===== src/hdl/msc_pkg.sv =====
`timescale 1ns / 1ps
// ----------------------------------------------------------------------------
// msc_pkg
// Shared widths, reset values and register indexes of the MBSFN subframe
// classifier.
// ----------------------------------------------------------------------------
package msc_pkg;

  localparam int unsigned TTI_W      = 14;
  localparam int unsigned FRAME_W    = 11;
  localparam int unsigned SF_W       = 4;
  localparam int unsigned DIV10_W    = 16;
  localparam int unsigned PROD_W     = TTI_W + DIV10_W;
  localparam int unsigned DIV10_SHR  = 19;
  // ceil(2^19 / 10): exact quotient for every 14-bit value
  localparam logic [DIV10_W-1:0] DIV10_MUL = 16'd52429;

  localparam int unsigned MCH_MAP_W  = 40;
  localparam int unsigned MCCH_MAP_W = 10;
  localparam int unsigned APER_W     = 6;
  localparam int unsigned AOFF_W     = 5;
  localparam int unsigned MPER_W     = 9;
  localparam int unsigned MOFF_W     = 4;
  localparam int unsigned MODE_W     = 3;
  localparam int unsigned AREA_W     = 19;
  localparam int unsigned MAPIDX_W   = 6;

  localparam int unsigned AREA_ID_W  = 8;
  localparam int unsigned REGION_W   = 2;
  localparam int unsigned MCS_W      = 5;

  localparam int unsigned CFG_IDX_W  = 4;
  localparam int unsigned CFG_DATA_W = 40;

  localparam logic [APER_W-1:0]    APER_RST   = 6'd1;
  localparam logic [MPER_W-1:0]    MPER_RST   = 9'd32;
  localparam logic [AREA_W-1:0]    AREA_RST   = 19'd256;

  localparam logic [REGION_W-1:0]  DEF_REGION = 2'd1;
  localparam logic [MCS_W-1:0]     DEF_MCS    = 5'd2;
  localparam logic [3:0]           SF_PER_FRAME = 4'd10;
  localparam int unsigned          FOUR_FRAMES  = 4;

  // mode flag bit positions
  localparam int unsigned MODE_FOUR  = 0;
  localparam int unsigned MODE_AREA  = 1;
  localparam int unsigned MODE_DMCS  = 2;

  typedef enum logic [CFG_IDX_W-1:0] {
    REG_MCH_MAP      = 4'd0,
    REG_MCCH_MAP     = 4'd1,
    REG_ALLOC_PERIOD = 4'd2,
    REG_ALLOC_OFFSET = 4'd3,
    REG_MCCH_PERIOD  = 4'd4,
    REG_MCCH_OFFSET  = 4'd5,
    REG_MODE_FLAGS   = 4'd6,
    REG_AREA_PARAMS  = 4'd7
  } cfg_reg_e;

endpackage


===== src/hdl/mbsfn_subframe_classifier_top.sv =====
`timescale 1ns / 1ps
// ----------------------------------------------------------------------------
// mbsfn_subframe_classifier_top
// Classifies a TTI as regular, MCH or MCCH subframe and returns its encoding.
// ----------------------------------------------------------------------------
// One TTI enters per cycle while in_ready_o is high; its result is registered
// in stages one, two and three and held in the stage three output register
// until taken. Stage one splits the TTI by a reciprocal multiply by ten, stage
// two forms subframe index, allocation index and the MCCH frame match, stage
// three picks the map bits and builds the result. A stage holds only while it
// is full and the stage after it holds. Configuration writes are taken every
// cycle and must be made while no TTI is in flight.
module mbsfn_subframe_classifier_top
  import msc_pkg::*;
(
  input  logic                  clk_i,
  input  logic                  rst_ni,
  // configuration
  input  logic                  cfg_valid_i,
  output logic                  cfg_ready_o,
  input  logic [CFG_IDX_W-1:0]  cfg_index_i,
  input  logic [CFG_DATA_W-1:0] cfg_data_i,
  // input channel
  input  logic                  in_valid_i,
  output logic                  in_ready_o,
  input  logic [TTI_W-1:0]      tti_i,
  // output channel
  output logic                  out_valid_o,
  input  logic                  out_ready_i,
  output logic                  is_mbsfn_o,
  output logic                  is_mcch_o,
  output logic [AREA_ID_W-1:0]  area_id_o,
  output logic [REGION_W-1:0]   region_length_o,
  output logic [MCS_W-1:0]      mcs_o,
  output logic                  encode_o
);

  // configuration registers
  logic [MCH_MAP_W-1:0]  mch_map_q;
  logic [MCCH_MAP_W-1:0] mcch_map_q;
  logic [APER_W-1:0]     alloc_period_q;
  logic [AOFF_W-1:0]     alloc_offset_q;
  logic [MPER_W-1:0]     mcch_period_q;
  logic [MOFF_W-1:0]     mcch_offset_q;
  logic [MODE_W-1:0]     mode_flags_q;
  logic [AREA_W-1:0]     area_params_q;

  assign cfg_ready_o = 1'b1;

  always_ff @(posedge clk_i or negedge rst_ni) begin
    if (!rst_ni) begin
      mch_map_q      <= '0;
      mcch_map_q     <= '0;
      alloc_period_q <= APER_RST;
      alloc_offset_q <= '0;
      mcch_period_q  <= MPER_RST;
      mcch_offset_q  <= '0;
      mode_flags_q   <= '0;
      area_params_q  <= AREA_RST;
    end else if (cfg_valid_i) begin
      unique case (cfg_reg_e'(cfg_index_i))
        REG_MCH_MAP:      mch_map_q      <= cfg_data_i[MCH_MAP_W-1:0];
        REG_MCCH_MAP:     mcch_map_q     <= cfg_data_i[MCCH_MAP_W-1:0];
        REG_ALLOC_PERIOD: alloc_period_q <= cfg_data_i[APER_W-1:0];
        REG_ALLOC_OFFSET: alloc_offset_q <= cfg_data_i[AOFF_W-1:0];
        REG_MCCH_PERIOD:  mcch_period_q  <= cfg_data_i[MPER_W-1:0];
        REG_MCCH_OFFSET:  mcch_offset_q  <= cfg_data_i[MOFF_W-1:0];
        REG_MODE_FLAGS:   mode_flags_q   <= cfg_data_i[MODE_W-1:0];
        REG_AREA_PARAMS:  area_params_q  <= cfg_data_i[AREA_W-1:0];
        default: ;
      endcase
    end
  end

  // pipeline flow control
  logic s1_valid_q, s2_valid_q, s3_valid_q;
  logic s1_en, s2_en, s3_en;

  assign s3_en      = !s3_valid_q || out_ready_i;
  assign s2_en      = !s2_valid_q || s3_en;
  assign s1_en      = !s1_valid_q || s2_en;
  assign in_ready_o = s1_en;

  always_ff @(posedge clk_i or negedge rst_ni) begin
    if (!rst_ni) begin
      s1_valid_q <= 1'b0;
      s2_valid_q <= 1'b0;
      s3_valid_q <= 1'b0;
    end else begin
      if (s1_en) begin
        s1_valid_q <= in_valid_i;
      end
      if (s2_en) begin
        s2_valid_q <= s1_valid_q;
      end
      if (s3_en) begin
        s3_valid_q <= s2_valid_q;
      end
    end
  end

  // stage 1: frame number by reciprocal multiply
  logic [PROD_W-1:0]  prod;
  logic [TTI_W-1:0]   s1_tti_q;
  logic [FRAME_W-1:0] s1_frame_q;

  assign prod = PROD_W'(tti_i) * PROD_W'(DIV10_MUL);

  always_ff @(posedge clk_i) begin
    if (s1_en) begin
      s1_tti_q   <= tti_i;
      s1_frame_q <= prod[DIV10_SHR +: FRAME_W];
    end
  end

  // stage 2: subframe index, allocation index, mcch frame match
  logic [TTI_W-1:0]    frame_x10;
  logic [TTI_W-1:0]    sf_wide;
  logic [MPER_W-1:0]   mmask;
  logic [APER_W-1:0]   amask;
  logic                mcch_frame_ok;
  logic [SF_W-1:0]     s2_sf_q;
  logic [APER_W-1:0]   s2_idx_q;
  logic                s2_mcch_ok_q;

  assign frame_x10 = {s1_frame_q, 3'b000} + {2'b00, s1_frame_q, 1'b0};
  assign sf_wide   = s1_tti_q - frame_x10;
  assign mmask     = mcch_period_q - MPER_W'(1);
  assign amask     = alloc_period_q - APER_W'(1);
  assign mcch_frame_ok =
    ((s1_frame_q & {{(FRAME_W-MPER_W){1'b0}}, mmask}) ==
     {{(FRAME_W-MOFF_W){1'b0}}, mcch_offset_q});

  always_ff @(posedge clk_i) begin
    if (s2_en) begin
      s2_sf_q      <= sf_wide[SF_W-1:0];
      s2_idx_q     <= s1_frame_q[APER_W-1:0] & amask;
      s2_mcch_ok_q <= mcch_frame_ok;
    end
  end

  // stage 3: map lookups and result selection
  logic [15:0]            mcch_ext;
  logic [63:0]            mch_ext;
  logic                   area_cfg;
  logic                   mcch_hit;
  logic [APER_W-1:0]      diff;
  logic                   in_win;
  logic [MAPIDX_W-1:0]    bit_idx;
  logic [REGION_W-1:0]    area_region;
  logic                   mbsfn_d, mcch_d, enc_d;
  logic [AREA_ID_W-1:0]   aid_d;
  logic [REGION_W-1:0]    reg_d;
  logic [MCS_W-1:0]       mcs_d;

  assign mcch_ext    = {{(16-MCCH_MAP_W){1'b0}}, mcch_map_q};
  assign mch_ext     = {{(64-MCH_MAP_W){1'b0}}, mch_map_q};
  assign area_cfg    = mode_flags_q[MODE_AREA];
  assign mcch_hit    = area_cfg && s2_mcch_ok_q && mcch_ext[s2_sf_q];
  assign diff        = s2_idx_q - {1'b0, alloc_offset_q};
  assign in_win      = (s2_idx_q >= {1'b0, alloc_offset_q}) &&
                       (diff < APER_W'(FOUR_FRAMES));
  // (idx - offset) * 10 + sf
  assign bit_idx     = {1'b0, diff[1:0], 3'b000} + {3'b000, diff[1:0], 1'b0} +
                       {2'b00, s2_sf_q};
  assign area_region = {1'b0, area_params_q[8]} + DEF_REGION;

  always_comb begin
    mbsfn_d = 1'b0;
    mcch_d  = 1'b0;
    enc_d   = 1'b0;
    aid_d   = '0;
    reg_d   = DEF_REGION;
    mcs_d   = DEF_MCS;
    priority if (mcch_hit) begin
      mbsfn_d = 1'b1;
      mcch_d  = 1'b1;
      aid_d   = area_params_q[7:0];
      reg_d   = area_region;
      mcs_d   = area_params_q[13:9];
      enc_d   = 1'b1;
    end else if (!mode_flags_q[MODE_FOUR]) begin
      if ((s2_idx_q == {1'b0, alloc_offset_q}) && mch_ext[{2'b00, s2_sf_q}]) begin
        mbsfn_d = 1'b1;
        if (area_cfg) begin
          aid_d = area_params_q[7:0];
          reg_d = area_region;
          if (mode_flags_q[MODE_DMCS]) begin
            mcs_d = area_params_q[18:14];
            enc_d = 1'b1;
          end
        end
      end
    end else begin
      if (in_win && mch_ext[bit_idx]) begin
        mbsfn_d = 1'b1;
        if (area_cfg) begin
          aid_d = area_params_q[7:0];
          reg_d = area_region;
        end
      end
    end
  end

  logic                 is_mbsfn_q, is_mcch_q, encode_q;
  logic [AREA_ID_W-1:0] area_id_q;
  logic [REGION_W-1:0]  region_q;
  logic [MCS_W-1:0]     mcs_q;

  always_ff @(posedge clk_i) begin
    if (s3_en) begin
      is_mbsfn_q <= mbsfn_d;
      is_mcch_q  <= mcch_d;
      area_id_q  <= aid_d;
      region_q   <= reg_d;
      mcs_q      <= mcs_d;
      encode_q   <= enc_d;
    end
  end

  assign out_valid_o     = s3_valid_q;
  assign is_mbsfn_o      = is_mbsfn_q;
  assign is_mcch_o       = is_mcch_q;
  assign area_id_o       = area_id_q;
  assign region_length_o = region_q;
  assign mcs_o           = mcs_q;
  assign encode_o        = encode_q;

endmodule


===== config.mk =====
export PLATFORM = sky130hd
export DESIGN_NAME = mbsfn_subframe_classifier_top
export DESIGN_NICKNAME = d
export VERILOG_FILES = /design/src/hdl/msc_pkg.sv /design/src/hdl/mbsfn_subframe_classifier_top.sv
export SDC_FILE = /design/constraint.sdc
export NUM_CORES = 1
export LEC_CHECK = 0
export ABC_AREA = 1
export BUFFER_PORTS_ARGS = -buffer_cell sky130_fd_sc_hd__buf_2
export CORE_MARGIN = 2
export CORE_UTILIZATION = 53
export DETAILED_ROUTE_END_ITERATION = 16
export PLACE_DENSITY = 0.75
export SLEW_MARGIN = 25
export SYNTH_ARGS = -nofsm -noshare
export SYNTH_HDL_FRONTEND = slang
export SYNTH_SLANG_ARGS = --single-unit

===== constraint.sdc =====
create_clock -name clk_i -period 2.7 [get_ports clk_i]
set_clock_uncertainty 0.05 [all_clocks]
set_input_delay 0.27 -clock clk_i [delete_from_list [all_inputs] [get_ports clk_i]]
set_output_delay 0.27 -clock clk_i [all_outputs]
set_load 0.005 [all_outputs]

==> results of run 1 <==
## registers in the layout, summed over array words and instances, names as in the netlist, 4 cells and up
signal and count:
alloc_offset_q 5, mch_map_q 40, mcch_offset_q 4, alloc_period_q 6, s2_sf_q 4, area_params_q 19, area_id_o 8, mcch_map_q 10
mcs_o 5, s1_frame_q 9, s2_idx_q 6, mcch_period_q 9, s1_tti_q 4
## cell families (layout without fill, tap and decap cells)
logic type,Yosys count,count (layout),share of synthesized area
buffers and inverters,209,433,0.08425
AOI/OAI and AO/OA,158,158,0.08736
DFF,141,141,0.3711
muxes,26,26,0.02904
xor gates and xnor gates,24,24,0.02085
and+or+nand+nor,373,374,0.1618
adders and majority gates,164,164,0.2452
other,1,1,0.0003719
## repair_timing
action | CTS | global route
endpoints found under the setup margin | 20 | 20
resized for setup | 58 | 42
hold buffers | 2 | 0
pin swaps | 48 | 47
cloned | 1 | 0
hold endpoints to repair | 48 | 0
setup buffers | 11 | 2
## power by group through the flow
stage	registers (mW)	logic [mW]	clock network (mW)
after floorplan	3.13	5.67	0
after global placement	3.22	8.73	0
after detailed placement	3.24	8.98	0
after CTS	3.22	10.1	2.43
after global routing	3.28	12.1	2.53
final	3.22	11.0	2.43
## cells in the final DEF, fill, tap and decap left out, types with 5 or more instances in the layout
| cell | netlist | routed |
|---|---|---|
| sky130_fd_sc_hd__a21oi_1 | 33 | 25 |
| sky130_fd_sc_hd__ha_1 | 108 | 90 |
| sky130_fd_sc_hd__nor2_1 | 71 | 58 |
| sky130_fd_sc_hd__xnor2_1 | 10 | 10 |
| sky130_fd_sc_hd__dfrtp_1 | 96 | 96 |
| sky130_fd_sc_hd__mux2_2 | 26 | 26 |
| sky130_fd_sc_hd__o21ai_0 | 92 | 86 |
| sky130_fd_sc_hd__xor2_1 | 14 | 14 |
| sky130_fd_sc_hd__buf_6 | 2 | 8 |
| sky130_fd_sc_hd__edfxtp_1 | 42 | 42 |
| sky130_fd_sc_hd__nand2_2 | 5 | 7 |
| sky130_fd_sc_hd__fa_2 | 0 | 7 |
| sky130_fd_sc_hd__nand2_1 | 189 | 185 |
| sky130_fd_sc_hd__nor2_2 | 9 | 14 |
| sky130_fd_sc_hd__nor3_1 | 7 | 5 |
| sky130_fd_sc_hd__a21oi_2 | 0 | 5 |
| sky130_fd_sc_hd__nand3_2 | 0 | 11 |
| sky130_fd_sc_hd__nor2_4 | 0 | 8 |
| sky130_fd_sc_hd__buf_4 | 3 | 126 |
| sky130_fd_sc_hd__o21ai_1 | 1 | 6 |
| sky130_fd_sc_hd__nand4_1 | 15 | 15 |
| sky130_fd_sc_hd__clkbuf_16 | 0 | 18 |
| sky130_fd_sc_hd__ha_4 | 0 | 16 |
| sky130_fd_sc_hd__fa_1 | 56 | 49 |
| sky130_fd_sc_hd__inv_1 | 183 | 167 |
| sky130_fd_sc_hd__inv_2 | 2 | 14 |
| sky130_fd_sc_hd__buf_2 | 5 | 76 |
| sky130_fd_sc_hd__nand3_1 | 61 | 50 |
## final cells by class
class / count / share of cell area
inverter: 186 / 0.05592
sequential: 141 / 0.2914
tap: 234 / 0.02280
multi-input combinational: 747 / 0.4663
clock inverter: 11 / 0.01072
clock buffer: 21 / 0.03673
timing repair buffer: 215 / 0.1161
## per-layer routing
layer	GRT usage	vias up	wire length, um
met4	0.1089	0	835
li1	-	4011	-
met1	0.3333	4000	10740
met5	0	-	0
met2	0.4251	267	12290
met3	0.06057	77	1446
## metrics by stage
| step | hold slack, ns | instances | worst slack, ns |
|---|---|---|---|
| global placement | 0.2911 | 1507 | -2.097 |
| global route | 0.01172 | 1555 | -1.728 |
| detailed placement | 0.2959 | 1507 | -2.156 |
| floorplan | -0.07559 | 1096 | -1.806 |
| CTS | 0.01436 | 1553 | -1.590 |
| finish | 0.02256 | 1555 | -1.593 |
## worst min path at each step
| stage | slack [ns] | end | from |
|---|---|---|---|
| 2_1_floorplan | -0.08 | alloc_offset_q[0] | rst_ni |
| 3_3_place_gp | 0.29 | area_params_q[10] | rst_ni |
| 3_5_place_dp | 0.30 | area_params_q[10] | rst_ni |
| 4_1_cts | 0.01 | mch_map_q[23] | cfg_data_i[23] |
| 5_1_grt | 0.01 | mch_map_q[23] | cfg_data_i[23] |
| 6_report | 0.02 | mch_map_q[23] | cfg_data_i[23] |
## worst register-to-register path, stage by stage, from the launching register on
cell                       delay [ns]
sky130_fd_sc_hd__edfxtp_1        0.39
sky130_fd_sc_hd__inv_1           0.07
sky130_fd_sc_hd__ha_2            0.17
sky130_fd_sc_hd__inv_2           0.05
sky130_fd_sc_hd__fa_2            0.58
sky130_fd_sc_hd__inv_2           0.06
sky130_fd_sc_hd__fa_2            0.64
sky130_fd_sc_hd__inv_4           0.08
sky130_fd_sc_hd__nand3_2         0.07
sky130_fd_sc_hd__nand3_2         0.06
sky130_fd_sc_hd__nand2_1         0.06
sky130_fd_sc_hd__nand2_1         0.05
sky130_fd_sc_hd__nand2_1         0.06
sky130_fd_sc_hd__nand2_1         0.06
sky130_fd_sc_hd__nand3_2         0.10
sky130_fd_sc_hd__nand2_4         0.11
sky130_fd_sc_hd__nand2_8         0.13
sky130_fd_sc_hd__nor2_4          0.04
==> results list, run 1 <==
- Critical Path End Type: flip-flop
- Fraction of layout cells with a size suffix above 1: 0.2922
- Synth top area share: 0.2382
- Violations in the final reports: negative setup slack
- The worst register-to-register path ends at area_id_o[0].
- The share of total power dissipated in combinational logic is 0.661.
- Crit-path cells: buf_12, inv_8, ha_4, inv_4, fa_2, fa_1, inv_2, fa_1, inv_2, fa_1, inv_2, fa_1, inv_2, ha_4, nand2_4, nor2_4, inv_2, nor2_2, nand4_1, nand3_2, a31oi_1, xor2_1
- Async set-reset flop share out of synthesis: 0.7021
- For the worst-skew pair, the clock arrives at the later sink with an insertion delay of 0.43 ns.
- Proportion of synthesized chip area in sequential cells: 0.3711
- Setup repair after global routing could not meet its margin everywhere.
- The run finished, with violations left.
* Remaining global-route overflow: 0
- The cell count after synthesis came out at 1096.
- Measured on the finished design, the core utilization comes to 0.6866.
- Clock tree from TritonCTS: yes
- From bottom edge to top edge, the die measures 141.9 um.
- Count of state elements after synthesis: 141
* Top_reg_cell synth: sky130_fd_sc_hd__dfrtp_1
* Ant. Diodes: 0
- The clock passes through at most 2 buffers.
* Detail Placement HPWL: 18.63 mm
- Total number of nets in the final design: 1535
* Total negative slack for setup checks: -17.51 ns
- Clock tree synthesis inserted a total of 17 buffers.
- Overall power consumption after layout is estimated at 16.67 mW.
- STA classifies the critical path startpoint as a primary input.
- DR DRC count: 0
- Maximum number of pins on one net before global-route repair: 55
- The core region is 18710 um2.
* # clock sinks: 141
* Switching power as a share of total power: 0.4256
- Each instance of the synthesized netlist takes up on average 9.200 um2.
* Area of the mapped netlist: 10080 um2
- By startpoint and endpoint, the worst setup path is classified as primary input to flip-flop.
- Initial antenna violation count: 0
* Clock-pin slew on the worst setup and hold paths: 0.06 ns
- Counting I/O delays and the setup requirement, the final critical path takes 4.293 ns.
- Number of violations reported at the end of detailed-routing iteration 0: 460
* Syn nets: 1323
- Together, buffers and inverters on the worst path number 8.
- Buffer cell driving the clock tree root: sky130_fd_sc_hd__clkbuf_16
* Critical Path Fanout Max: 3
* Most common cell type on the critical path: sky130_fd_sc_hd__inv_2
* Drt first pass iters: 6
- Clk network pwr share: 0.146
- In this run the cell area measured after placement is 11690 um2.
- Fmax: 232.9 MHz
* Internal Dissipation: 9.573 mW
- Count of H-tree levels built during CTS: 4
* Site row count: 50
- By count the netlist is led by sky130_fd_sc_hd__nand2_1, sky130_fd_sc_hd__inv_1, sky130_fd_sc_hd__ha_1, sky130_fd_sc_hd__dfrtp_1, sky130_fd_sc_hd__o21ai_0.
- The finished cells cover 12840 um2.
- Cell family with most CP delay: adder cells
* Count of max-cap constraint violations: 0
- Summing all multi-input logic gate instances after layout gives 5988 um2.
* Yosys warning total: 0
* Starting Density: 0.5391
- Number of global-route vias before repair: 8627
* Die area: 20140 um2
- Yosys mapped a number of flops with a built-in enable equal to 42.
- Slack of the worst reg-to-reg path: -0.36 ns
- Fill cells in the final layout number 1331.
* Register-to-Register Path Depth: 17
- Count of final hold-check violations: 0
* Die boundary width: 141.9 um
- The first global-routing pass estimated 41.01 mm of wire.
- At the end of routability-driven placement, the weighted congestion stood at 0.9512.
* Via/cell ratio: 5.373
- In the post-route analysis, the smallest setup slack over all paths is -1.593 ns.
- STA puts the critical path data required time at 2.82 ns.
- ANT nets after route: 0
- Pwr/cell area: 1298 nW/um2
- In this run the count of I/O pins placed on the die edge is 84.
- The analysis attributes to net switching a power of 7.092 mW.
- Pin slew with the least headroom to its limit: 0.6745 ns
- Counting instances, the worst hold path has a depth of 2.
- Mean routed wirelength per cell: 16.28 um
- In this run the worst setup path terminates at s1_frame_q[4].
- Tracing the worst setup path back leads to its startpoint at tti_i[12].
- Number of different library cells in the post-synthesis netlist: 52
- Worst stage delay on the critical path: 0.56 ns
- Setup violations remaining at the end of the flow were counted as 20.
- Global-route usage over all layers: 0.2595
- The sequential cells in the finished layout cover a total of 3742 um2.
* Max transition margin: 0.5503
- Across the VDD grid, the largest voltage drop is 0.0008683 V.
- Cell with the most instances after synthesis: sky130_fd_sc_hd__nand2_1
- # port buffers: 82
- Cell accounting for the most synthesized area: sky130_fd_sc_hd__dfrtp_1
- Depth of the critical timing path with buffers and inverters included: 22
* RR Startpoint: s2_idx_q[0]
- Share of power burned in registers: 0.193
* Via Count: 8355
- Cell types occupying the most area after synthesis: sky130_fd_sc_hd__dfrtp_1, sky130_fd_sc_hd__ha_1, sky130_fd_sc_hd__edfxtp_1
- Of the available clock period, the critical path in the final layout requires 1.590.
* Total routed wirelength: 25.31 mm
- The analysis attributes to cell leakage a power of 6.387 nW.
- Arrival time of the worst setup path: 4.42 ns
* P&R area growth vs syn: 27.36%
- The largest individual stage delay along the critical path comes from the cell sky130_fd_sc_hd__fa_1.
- In this run the worst hold path is classified as primary input to flip-flop.
- Number of pins exceeding their max-slew limit in the final report: 0
No activity file was read; power rests on OpenSTA's default activity.
==> run 2: changes to the inputs <==
BUFFER_PORTS_ARGS = -buffer_cell sky130_fd_sc_hd__clkbuf_2   (was -buffer_cell sky130_fd_sc_hd__buf_2)
==> run 2 against run 1 <==
Net effect:
- the run still ends with negative setup slack left
- setup slack got worse by 0.085 ns
- sequential share of layout area about the same
- sequential cell count unchanged
- non-clock buffer count decreased by 6
- register-to-register slack improved by 0.03 ns
- final cell count decreased by 0.39%
- clock power increased by 3%
- total power increased by 1.4%
- first-iteration DRC count increased by 24%
- combinational power about the same
- largest power group unchanged
==> results list, run 2 (synthesis results as in run 1) <==
- Status: complete, but fails checks
* Violations in the final reports: negative setup slack
* Final worst path period share: 1.621
- Pwr/cell area: 1315 nW/um2
- Critical Path End Type: flip-flop
* Total routed wirelength: 25.46 mm
- Biggest regs: mch_map_q: 40 flops, area_params_q: 19 flops, mcch_map_q: 10 flops
* Fmax: 228.4 MHz
- Site row count: 50
- In this run the deepest clock path goes through 2 buffers.
- P&R area growth vs syn: 27.53%
- STA puts the critical path data arrival time at 4.50 ns.
* Die boundary width: 141.9 um
- Sequential cell area: 3742 um2
* Shortest period the worst path allows: 4.377 ns
- RSZ-0062 raised after global routing: yes
- Number of flip-flops under the largest register name: 40
* Area of the multi-input gates: 6022 um2
* Share of power burned in registers: 0.189
* Max transition margin: 0.5464
* # port buffers: 82
- Master of the slowest instance on the critical path: sky130_fd_sc_hd__fa_2
* Global-route usage over all layers: 0.2561
* Final weighted congestion in routability-driven placement: 0.9282
- Via Count: 8402
- Switching power as a share of total power: 0.4295
* First-pass GRT wire length: 40.34 mm
* Starting Density: 0.5391
- Combinational power share: 0.662
- Most common cell after layout, fill and taps aside: sky130_fd_sc_hd__nand2_1
- Reg with most FFs: mch_map_q
* Mean routed wirelength per cell: 16.44 um
- The wire-length estimate of the detail-placed layout is 18.64 mm.
- Prior to clock tree synthesis, the placed netlist has a worst setup slack of -2.214 ns.
* Number of pins exceeding their max-slew limit in the final report: 0
- TritonCTS built the clock tree.
- Ant. Diodes: 0
- At the pin with the least slew margin, the transition time is 0.6786 ns.
- From bottom edge to top edge, the die measures 141.9 um.
- Class of the most critical hold timing path: primary input to flip-flop
* Top library cells by usage in the layout, fill and taps aside: sky130_fd_sc_hd__nand2_1, sky130_fd_sc_hd__inv_1, sky130_fd_sc_hd__buf_4
- Die area: 20140 um2
* Net Sw Power: 7.262 mW
* Via/cell ratio: 5.424
- PnR worst setup slack: -1.677 ns
* Static Leak: 6.394 nW
- Traced cell by cell, the critical path runs through clkbuf_16, inv_8, ha_4, inv_2, fa_2, buf_4, fa_1, fa_2, fa_1, ha_4, ha_4, nand2_1, nor2_2, inv_1, nor3_2, nand3_2, o2111ai_2, xor2_1.
- The number of antenna violations at the first check in global routing came to 0.
- Peak VDD IR: 0.0009052 V
- The core region is 18710 um2.
* Most common cell type on the critical path: sky130_fd_sc_hd__ha_4
- DR DRC count: 0
* Clk network pwr share: 0.148
- Number of global-route vias before repair: 8389
* Worst Setup Start Kind: primary input
* Total number of nets in the final design: 1529
* Skew-Pair Late Insertion Delay: 0.42 ns
- The critical path in this run is classified as primary input to flip-flop.
- Internal power comes to 9.645 mW.
- ANT nets after route: 0
- Count of final hold-check violations: 0
- Count of max-cap constraint violations: 0
- Worst stage delay on the critical path: 0.57 ns
* Remaining global-route overflow: 0
- Fraction of layout cells with a size suffix above 1: 0.2951
- Hold timing on the final database bottoms out at a slack of 0.03178 ns.
- Count of H-tree levels built during CTS: 4
- Worst endpoint required time: 2.82 ns
- Drt first pass iters: 5
- Critical Path Fanout Max: 5
* Ports: 84
- Setup violations remaining at the end of the flow were counted as 20.
* Inserted Clock Buffers: 17
- Number of violations reported at the end of detailed-routing iteration 0: 569
- Maximum number of pins on one net before global-route repair: 55
* Fillcell total: 1309
* # clock sinks: 141
- Buffer cell driving the clock tree root: sky130_fd_sc_hd__clkbuf_16
- After clock tree synthesis, the clock-pin slew on the worst setup and hold paths is 0.06 ns.
-- run 2: per-layer routing --
layer	share of wire	vias up	track usage	wire, um
met3	0.052	55	0.05047	1330
met2	0.49	294	0.4170	12450
met4	0.028	0	0.09211	708
met1	0.43	4056	0.3437	10970
met5	0	-	0	0
li1	-	3997	-	-
-- run 2: layout make-up --
class | instances | share of cell area
clock inverters | 10 | 0.009146
inverters | 186 | 0.05565
well taps | 234 | 0.02277
multi-input cells | 747 | 0.4683
clock buffers | 22 | 0.04106
repair buffers | 209 | 0.1121
flip-flops and latches | 141 | 0.2910
-- run 2: what timing repair did --
action                                  4_1_cts  5_1_grt
hold endpoints to repair                     34        0
gates cloned                                  1        0
resized for setup                            36       63
endpoints found under the setup margin       20       20
hold buffers                                  2        0
setup buffers                                 3        4
pin swaps                                    24       45
-- run 2: worst paths after layout --
kind                          startpoint           endpoint  slack, ns  cells after the start
setup / recovery               tti_i[12]      s1_frame_q[6]      -1.68                     18
hold reg to reg               s2_valid_q        out_valid_o       0.40                      2
min in group asynchronous         rst_ni  area_params_q[11]       0.30                      2
hold / removal             cfg_data_i[7]   area_params_q[7]       0.03                      3
setup reg to reg             s2_idx_q[0]       area_id_o[2]      -0.33                     17
max in group asynchronous         rst_ni  alloc_period_q[0]       1.55                      3
-- run 2: stage by stage --
step	util	setup TNS, ns	cell area (um2)	cells	total power, mW
finish	0.6875	-17.93	12860	1549	16.91
floorplan	-	-15.03	10220	1096	8.798
global route	0.6875	-20.18	12860	1549	18.09
detailed placement	0.6247	-22.23	11690	1508	12.19
CTS	0.6699	-17.37	12530	1546	15.36
global placement	0.6247	-20.92	11690	1508	11.93
-- run 2: critical path, delay by kind of cell --
family / cells / cell delay (ns)
fa+ha+maj: 7 / 2.84
simple gates: 4 / 0.64
buf+inv: 5 / 0.44
compound gates: 1 / 0.23
xor+xnor: 1 / 0.09
-- run 2: power groups by stage --
stage          clock network (mW)  registers [mW]  logic, mW
4_1_cts                      2.52            3.19       9.66
3_5_place_dp                    0            3.22       8.98
5_1_grt                      2.62            3.25       12.2
2_1_floorplan                   0            3.13       5.67
3_3_place_gp                    0            3.21       8.72
6_report                     2.51            3.20       11.2
==> run 3: changes to the inputs <==
TNS_END_PERCENT = 10   (was not set)
==> run 3 against run 2 <==
Net effect:
- non-clock buffer count shrank 7
- maximum frequency rose by 2.0%
- sequential cell count unchanged
- final area down 2.2%
- final cell count shrank 0.52%
- highest routed layer unchanged
- via count shrank 2.0%
- clock-buffer cell count down 5
- worst hold slack about the same
- wire length down 6.9%
- the flow still finishes with violations (negative setup slack)
- utilization decreased by 1.5 points
==> results list, run 3 (synthesis results as in run 1) <==
- Status: complete, but fails checks
* Violations in the final reports: negative setup slack
- # clock sinks: 141
- Ant. Diodes: 0
- The floorplan step defined a die boundary enclosing 20140 um2.
* Biggest regs: mch_map_q: 40 flops, area_params_q: 19 flops, mcch_map_q: 10 flops
- Core region area: 18710 um2
- Number of violations reported at the end of detailed-routing iteration 0: 578
- The worst hold path belongs to the class primary input to flip-flop.
- Initial antenna violation count: 0
- Skew-Pair Late Insertion Delay: 0.42 ns
- Of the total power, the clock network draws 0.145.
* Count of buffering cells on the critical path with inverters included: 4
- Number of pins exceeding their max-slew limit in the final report: 0
* First-pass GRT wire length: 38.53 mm
* Worst Setup Start Kind: primary input
* Pin slew with the least headroom to its limit: 0.8441 ns
- DR DRC count: 0
- Peak VDD IR: 0.0009578 V
* Total negative slack for setup checks: -15.93 ns
- Die boundary width: 141.9 um
- Buffers inserted during clock tree synthesis total 17.
* RR Startpoint: s2_idx_q[0]
- STA classifies the critical path endpoint as a flip-flop.
* Static Leak: 6.277 nW
* Critical Path Start: tti_i[12]
* Switching power as a share of total power: 0.4291
- The number of cells on the worst reg-to-reg path is 17.
* Via/cell ratio: 5.342
- In this run the worst setup path terminates at s1_frame_q[2].
- The area growth from synthesis to layout is 24.67%.
- Hold is met by 0.03136 ns.
- The smallest clock period supported by the final layout is computed as 4.291 ns.
- The tool flagged a number of max-cap violations equal to 0.
- Mean routed wirelength per cell: 15.38 um
- PnR worst setup slack: -1.591 ns
- Share of power burned in registers: 0.202
* Depth of the worst hold-timing path: 2
* Fillcell total: 1392
- In the finished design, the share of the clock period the worst path needs comes to 1.589.
- Clock tree synthesis selected as its root buffer the cell sky130_fd_sc_hd__clkbuf_16.
* Pwr/cell area: 1267 nW/um2
- Top library cells by usage in the layout, fill and taps aside: sky130_fd_sc_hd__nand2_1, sky130_fd_sc_hd__inv_1, sky130_fd_sc_hd__buf_4
* Depth of the critical timing path with buffers and inverters included: 16
* Crit-path cells: clkbuf_16, ha_4, inv_2, fa_1, fa_2, fa_1, inv_2, fa_2, fa_1, ha_4, a21oi_4, o21ai_2, a21oi_2, nand3_2, buf_4, xor2_1
- OpenSTA, run right after detailed placement, puts the worst setup slack at -2.223 ns.
- The clock passes through at most 2 buffers.
- After clock tree synthesis, the clock-pin slew on the worst setup and hold paths is 0.07 ns.
* Fraction of layout cells with a size suffix above 1: 0.2777
- Number of global-route vias before repair: 8122
- Detail Placement HPWL: 18.58 mm
- Global-route usage over all layers: 0.2413
- Detailed routing inserted a total of 8232 vias.
- Total of endpoints with negative setup slack in the final report: 20
- During I/O placement, the number of pins put on the boundary was 84.
- For this run, the top clock speed supported by timing is 233.1 MHz.
- After floorplanning, the core was divided into 50 placement rows.
* Kind of critical path: primary input to flip-flop
* Most common cell after layout, fill and taps aside: sky130_fd_sc_hd__nand2_1
- Final weighted congestion in routability-driven placement: 0.9128
- The first TritonRoute pass finished after 5 iterations.
- Setup repair after global routing could not meet its margin everywhere.
- For this run the aggregate overflow at the end of global routing stands at 0.
- Arrival time of the worst setup path: 4.40 ns
* Max transition margin: 0.4329
- Die height: 141.9 um
- Slack of the worst reg-to-reg path: -0.20 ns
* Count of final hold-check violations: 0
- Maximum number of pins on one net before global-route repair: 55
* Total number of nets in the final design: 1521
- The share of total power dissipated in combinational logic is 0.653.
* Clock tree from TritonCTS: yes
* Reg with most FFs: mch_map_q
- The detail route stage leaves a number of antenna-violating nets equal to 0.
- Input and output buffers added on the ports amount to 82.
* Master of the slowest instance on the critical path: sky130_fd_sc_hd__fa_1
* Count of H-tree levels built during CTS: 4
- Most common cell type on the critical path: sky130_fd_sc_hd__fa_1
- In this run the critical register-to-register path is captured at area_id_o[3].
* Internal Dissipation: 9.094 mW
- Net Sw Power: 6.837 mW
- On the critical path the largest part of the delay comes from adder cells.
* Number of flip-flops under the largest register name: 40
- For this configuration, the core starts out at a cell density of 0.5391.
- Total routed wirelength: 23.70 mm
- On the worst path, the slowest cell contributes a delay of 0.56 ns.
- Data on the critical path is required at its endpoint by 2.81 ns.
- Critical Path Fanout Max: 4
run 3: changes by cell type in the layout (fill, tap and decap cells not counted), sizes merged:
cell and delta:
buf -6, clkbuf -6, clkinv +4, clkinvlp +2
inv -1, nand2 -1
run 3: repair_timing:
item                                   in CTS  in global routing
buffers inserted                            2                  0
hold buffers                                2                  0
cloned                                      0                  0
endpoints found under the hold margin      46                  0
setup endpoints to repair                  20                 20
resized for setup                          25                 60
pin swaps                                  21                 33
run 3: worst min-delay path by stage:
stage | slack (ns) | endpoint | start
6_report | 0.03 | mch_map_q[33] | cfg_data_i[33]
5_1_grt | 0.03 | mch_map_q[33] | cfg_data_i[33]
4_1_cts | 0.02 | mch_map_q[33] | cfg_data_i[33]
3_5_place_dp | 0.28 | area_params_q[14] | rst_ni
3_3_place_gp | 0.28 | area_params_q[14] | rst_ni
2_1_floorplan | -0.08 | alloc_offset_q[0] | rst_ni
run 3: power by group through the flow:
stage	registers [mW]	logic, mW	clock network (mW)
finish	3.22	10.4	2.31
global route	3.27	11.4	2.42
CTS	3.21	9.27	2.33
detailed placement	3.24	8.75	0
global placement	3.23	8.50	0
floorplan	3.13	5.54	0
run 3: layout make-up:
cell class,count,area [um2],share of cell area
multi-input combinational,746,5866,0.4666
clock inverter,15,163.9,0.01304
inverter,186,710.7,0.05653
clock buffer,17,425.4,0.03384
tap,234,292.8,0.02329
timing repair buffer,202,1370,0.1090
sequential,141,3742,0.2977
run 3: per-stage QoR:
stage	utilization	std cells	total power, mW	cell area, um2
after floorplan	-	1096	8.668	10170
after global placement	0.6210	1505	11.73	11620
after detailed placement	0.6210	1505	11.99	11620
after CTS	0.6591	1541	14.81	12330
after global routing	0.6720	1541	17.13	12570
final	0.6720	1541	15.93	12570
run 3: metal layers:
layer  global-route usage  routed length, um  vias up
met5                    0                  0        -
met1               0.3347              10670     3956
li1                     -                  -     3984
met2               0.3963              11490      254
met3              0.03567               1093       38
met4              0.07263                459        0
